`src/hdl/b2a_pkg.sv`:
```
// ----------------------------------------------------------------------------
// b2a_pkg: shared types and constants for the binary to ascii digit converter
// holds the digit code function and the control struct of the conversion unit
// ----------------------------------------------------------------------------
`default_nettype none

package b2a_pkg;

  localparam int unsigned ValueBitsDefault = 32;
  localparam int unsigned InValueBits      = 32;
  localparam int unsigned CharBits         = 7;

  localparam logic [CharBits-1:0] DigitBase   = 7'h30;
  localparam logic [CharBits-1:0] AlphaBase   = 7'h60;
  localparam logic [CharBits-1:0] AlphaOffset = 7'd9;
  localparam logic [3:0]          DecRadix    = 4'd10;
  localparam logic [3:0]          BcdAdjLimit = 4'd5;
  localparam logic [3:0]          BcdAdjAdd   = 4'd3;

  // radix select codes
  localparam logic OpDec = 1'b0;
  localparam logic OpHex = 1'b1;

  // controls from the sequencer to the conversion unit
  typedef struct packed {
    logic load_dec;
    logic load_hex;
    logic step;
  } conv_ctrl_t;

  // ascii code of one digit, lower case above nine
  function automatic logic [CharBits-1:0] digit_code(input logic [3:0] d);
    logic [CharBits-1:0] ext;
    ext = CharBits'(d);
    if (d < DecRadix) begin
      return ext + DigitBase;
    end
    return ext - AlphaOffset + AlphaBase;
  endfunction

endpackage

`default_nettype wire

```
`src/hdl/b2a_conv.sv`:
```
// ----------------------------------------------------------------------------
// b2a_conv: digit register with a shared shift-add-3 unit
// converts binary to bcd one bit a cycle, or loads hex nibbles at once
// ----------------------------------------------------------------------------
`default_nettype none

module b2a_conv import b2a_pkg::*; #(
  parameter int unsigned VALUE_BITS = ValueBitsDefault,
  parameter int unsigned MaxDigits  = 10
) (
  input  wire                            clk_i,
  input  conv_ctrl_t                     ctrl_i,
  input  wire  [VALUE_BITS-1:0]          value_i,
  output logic [MaxDigits-1:0][3:0]      digits_o
);

  localparam int unsigned HexDigits = (VALUE_BITS + 3) / 4;
  localparam int unsigned HexW      = HexDigits * 4;

  logic [MaxDigits-1:0][3:0] dig_q, dig_d;
  logic [MaxDigits-1:0][3:0] adj;
  logic [VALUE_BITS-1:0]     bin_q, bin_d;
  logic [HexW-1:0]           hex_pad;

  assign hex_pad = HexW'(value_i);

  always_comb begin
    // add 3 to every bcd digit of five or more before the shift
    for (int i = 0; i < MaxDigits; i++) begin
      adj[i] = (dig_q[i] >= BcdAdjLimit) ? dig_q[i] + BcdAdjAdd : dig_q[i];
    end
    dig_d = dig_q;
    bin_d = bin_q;
    if (ctrl_i.load_dec) begin
      dig_d = '0;
      bin_d = value_i;
    end else if (ctrl_i.load_hex) begin
      dig_d = '0;
      for (int i = 0; i < HexDigits; i++) begin
        dig_d[i] = hex_pad[i*4 +: 4];
      end
    end else if (ctrl_i.step) begin
      {dig_d, bin_d} = {adj, bin_q} << 1;
    end
  end

  always_ff @(posedge clk_i) begin
    dig_q <= dig_d;
    bin_q <= bin_d;
  end

  assign digits_o = dig_q;

endmodule

`default_nettype wire

```
`config.mk`:
```
export PLATFORM = sky130hd
export DESIGN_NAME = b2a_conv
export DESIGN_NICKNAME = d
export VERILOG_FILES = /design/src/hdl/b2a_pkg.sv /design/src/hdl/b2a_conv.sv
export SDC_FILE = /design/constraint.sdc
export NUM_CORES = 1
export LEC_CHECK = 0
export BUFFER_PORTS_ARGS = -buffer_cell sky130_fd_sc_hd__buf_4
export CORE_MARGIN = 2
export CORE_UTILIZATION = 55
export CTS_CLUSTER_SIZE = 16
export DETAILED_ROUTE_END_ITERATION = 7
export PLACE_DENSITY = 0.77
export SLEW_MARGIN = 25
export SYNTH_ARGS = -nofsm -noshare
export SYNTH_HDL_FRONTEND = slang
export SYNTH_SLANG_ARGS = --single-unit
export TNS_END_PERCENT = 20
```
`constraint.sdc`:
```
create_clock -name clk_i -period 2.3 [get_ports clk_i]
set_clock_uncertainty 0.15 [all_clocks]
set_input_delay 0 -clock clk_i [delete_from_list [all_inputs] [get_ports clk_i]]
set_output_delay 0 -clock clk_i [all_outputs]
set_load 0.1 [all_outputs]
```
---- After elaboration in Yosys (flattened, before gate mapping) ----
Index checks and enable logic that the tools add are counted.
word-level totals
  bits in registers ....................... 72
  logic and storage cells ................. 51
  bits of input ports ..................... 36
  memories ................................ 0
  bits in latches ......................... 0
  bits in writable memories ............... 0
  output and inout bits ................... 40
  ROM bits ................................ 0
operators by class
  magnitude comparators ................... 10
  $mul .................................... 0
  bitwise operators ....................... 0
  reductions and logical operators ........ 4
  shifts and indexed selects .............. 0
  divide/modulo/power cells ............... 0
  mux-type cells .......................... 15
  equal/unequal tests ..................... 1
  add/subtract/negate cells ............... 10
operators by type and width
  cell                 count
  $mux 32              5
  $ge 4x3->1 const B   10
  $add 4x2->4 const B  9
  $mux 4               9
  $reduce_bool 2->1    2
  $add 3x2->3 const B  1
  $mux 3               1
  $ne 2x1->1 const B   1
  $reduce_and 2->1     1
  $reduce_or 2->1      1

---- Logic depth before layout (Yosys ltp) ----
  word-level depth ........................ 4
  mapped depth ............................ 6
  gate-level depth less buffers ........... 5

---- Worst setup path after synthesis ----
No wires, ideal clock.
  kind .................................... reg-to-reg
  start ................................... reg dig_q (netlist bit digits_o[33])
  end ..................................... reg dig_q (netlist bit digits_o[33])
  clock period less this slack ............ 2248 ps
  stages on the path, launching flop included .. 6
  path buffers ............................ 0
  setup slack ............................. 52 ps
  data arrival time ....................... 2019 ps
  cell sequence ........................... dfxtp_1 -> inv_1 -> ha_1 -> nand2b_1 -> a2111o_1 -> o211ai_1
between the ends
  cells in the longest elaborated chain, start to end .. 2
RTL lines
  what                    RTL line        RTL
  from (decl)             b2a_conv.sv:20  logic [MaxDigits-1:0][3:0] dig_q, dig_d;
  from (signal assigned)  b2a_conv.sv:48  dig_q <= dig_d;
  $ge 4x3->1              b2a_conv.sv:30  adj[i] = (dig_q[i] >= BcdAdjLimit) ? dig_q[i] + BcdAdjAdd : dig_q[i];
  $mux 4                  b2a_conv.sv:30
No other way between the ends.
A chain may end at the register's enable or synchronous reset.

---- Worst setup path in the final report ----
  start ................................... reg dig_q (netlist bit digits_o[9])
  end ..................................... reg dig_q (netlist bit digits_o[12])
between the ends
  cells in the longest elaborated chain, start to end .. 4
RTL lines
  what                                              RTL line        RTL
  $add 4x2->4 / $ge 4x3->1 (equally long branches)  b2a_conv.sv:30
  $mux 4 (*)                                        b2a_conv.sv:30
  $mux 32 (*)                                       b2a_conv.sv:42  end else if (ctrl_i.step) begin
  $mux 32 (*)                                       b2a_conv.sv:37  end else if (ctrl_i.load_hex) begin
Every way passes the cells marked *; elsewhere a longest branch is shown, timed or not. The select of a mux whose other input is x is not followed.

==> out/metrics.cfg <==
[clock_tree]
clock-sinks = 72
numCtsBuffers = 9
h-tree-depth = 3
ctsLongestPathBuffers = 2
clk_pin_slew_ns = 0.07
tritoncts = built
insertion_delay_ns = 0.34
cts_root_buf = clkbuf_8

[sta]
fin_setup_tns_ns = 0
fmax_mhz = 469
slew_headroom = 0.578
tightest_slew_ns = 0.633
finalSetupViolCount = 0
finalHoldViolCount = 0
rsz0062_at_grt = no
min_period_ns = 2.13
drv_slew = 0
post-route-period-util = 0.928

[synth]
seq_area_frac_synth = 0.419
synth_nets = 474
synthFlopType = dfxtp_1
synthDistinctLibCells = 39
ys_async_sr_fraction = 0
synth-edff-count = 32
ys_seq_elements = 72
synth_area_per_cell_um2 = 10.1
netlist_area_um2 = 4200
synth-warning-count = 0
synth_cells = 418

[setup_path]
crit_path_start_kind = flop
worstReg2RegStart = digits_o[9]
rrSetupSlack_ns = 0.17
cp_max_fo = 5
slowest_delay_ns = 0.58
cp_num_buf_inv = 2
crit_path_end_kind = flop
crit_chain = inv_1, ha_1, nor2b_1, o21a_1, o32ai_1, dlygate4sd3_1
reg2reg_depth = 6
worstPathRequired_ns = 2.44
cpLargestDelayFamily = buffers and inverters
crit_arrival_ns = 2.27
slowest_stage = dlygate4sd3_1
path_class = reg -> reg
r2r-end = digits_o[12]

[run]
cap_violations = 0

[floorplanning]
fp.dieH_um = 91.4
dieArea_um2 = 8360
ios = 76
coreArea_um2 = 7330
die_width_um = 91.4
rows = 31
initial_utilization = 0.573

[routing]
drt-wirelength-per-cell_um = 14.9
drt_iter0_drc = 157
routed_wl_um = 9370
vias = 3538
first_pass_iters = 4
drcViolationCount = 0
antenna_left = 0
routed_via_density = 5.62

[final_layout]
final_util = 0.732
fill_cells = 538
most-common-layout-cells = buf_4, inv_1, nand2_1, dfxtp_1, dlygate4sd3_1
multi_input_area_um2 = 2120
syn_to_final_growth_pct = 27.6
post_route_cells_drive_above_1_share = 0.251
nets = 581
regArea_um2 = 1760
diodes = 0
final_common_cell = buf_4

[pwr]
p_leak_nw = 2.06
p_per_area_nw_per_um2 = 624
peakVddDrop_mv = 0.360

[hold_path]
hp-start = ctrl_i[0]
hold-path-endpoint = digits_o[39]
hold_class = in -> reg
holdPathStages = 3

[global_route]
grt_util_all_layers = 0.231
grt-ovfl-total = 0
antenna_found_initial = 0
grt_max_degree = 68
grt_pass1_vias = 3387
grt_pass1_wl_um = 15600

[placed_design]
portBuffers = 75
gp_congestion = 0.817
dp_hpwl_um = 6080

[run_status]
status = complete, no violations

-- how the worst max path moves through the flow --
stage | from | end | slack, ns | cells after the start
CTS | digits_o[12] | digits_o[16] | 0.16 | 6
finish | digits_o[9] | digits_o[12] | 0.17 | 6
global placement | digits_o[12] | digits_o[14] | 0.71 | 5
floorplan | digits_o[33] | digits_o[33] | 0.05 | 5
detailed placement | digits_o[32] | digits_o[36] | 0.62 | 5
global route | digits_o[9] | digits_o[12] | 0.04 | 6
-- cell type report --
| class | instances | area share |
|---|---|---|
| clock buffers | 11 | 0.0245 |
| clock inverters | 5 | 0.00886 |
| repair buffers | 120 | 0.188 |
| multi-input cells | 277 | 0.395 |
| well taps | 99 | 0.0231 |
| inverters | 45 | 0.0315 |
| flip-flops and latches | 72 | 0.329 |
-- sequential cells by signal, summed over array words and instances (netlist names) --
name	flops
digits_o	40
bin_q	32
-- metal layers --
metal  track usage  part of all wire
met4        0.0896             0.017
met1         0.287              0.45
met5             0                 0
met3        0.0440             0.041
met2         0.393              0.50
-- cell families (layout without fill, tap and decap cells) --
logic type / after synthesis / after routing / share of synthesized area
muxes: 32 / 32 / 0.0857
xor gates and xnor gates: 8 / 8 / 0.0167
AOI/OAI and AO/OA: 122 / 122 / 0.210
adders and majority gates: 20 / 20 / 0.0595
buffers and inverters: 69 / 181 / 0.0768
DFF: 72 / 72 / 0.419
and+or+nand+nor: 95 / 95 / 0.132
-- synth_stat cells, types with 2 or more instances --
library cell,instances,area (µm²)
a2111o_1,3,33.8
a21o_1,17,128
a21oi_1,12,60.1
a221oi_1,8,70.1
a31oi_1,10,62.6
buf_2,12,60.1
buf_4,9,67.6
buf_6,2,22.5
dfxtp_1,40,801
edfxtp_1,32,961
ha_1,20,250
inv_1,45,169
mux2_2,32,360
nand2_1,40,150
nand2b_1,5,31.3
nand3_1,4,20.0
nand3b_1,3,22.5
nor2_1,2,7.51
nor2b_1,8,50.1
nor3b_1,7,52.6
o2111ai_1,16,140
o211ai_1,12,90.1
o21a_1,8,60.1
o21ai_0,20,100
o311ai_0,5,43.8
o311ai_1,2,17.5
o32ai_1,8,70.1
or3_1,2,12.5
or3b_1,15,131
or3b_2,3,26.3
xnor2_1,8,70.1
-- metrics by stage --
step | cell area [µm²] | power [W] | setup WS, ns | cells | hold slack (ns)
after floorplan | 4200 | 0.00217 | 0.0518 | 418 | -0.00620
after global placement | 4790 | 0.00235 | 0.707 | 574 | 0.128
after detailed placement | 4790 | 0.00237 | 0.621 | 574 | 0.134
after CTS | 5360 | 0.00337 | 0.156 | 629 | 0.0279
after global routing | 5370 | 0.00350 | 0.0378 | 629 | 0.0774
final | 5370 | 0.00335 | 0.167 | 629 | 0.0487
-- worst reg2reg max path: stages (launching register included) --
cell	delay, ns
dfxtp_1	0.44
inv_1	0.09
ha_1	0.20
nor2b_1	0.16
o21a_1	0.20
o32ai_1	0.25
dlygate4sd3_1	0.58
-- report_power, final --
part | switching [W] | total [W] | leakage, nW | internal (W)
clock network | 0.000460 | 0.000951 | 0.0922 | 0.000491
logic | 0.000574 | 0.000880 | 1.31 | 0.000306
registers | 0.0000698 | 0.00152 | 0.650 | 0.00145
-- timing repair --
item / 4_1_cts / 5_1_grt
buffers inserted: 0 / 0
hold buffers: 39 / 0
resized for setup: 0 / 1
endpoints found under the setup margin: 0 / 1
hold endpoints to repair: 64 / 0
Power figures use the tool's default switching activity.
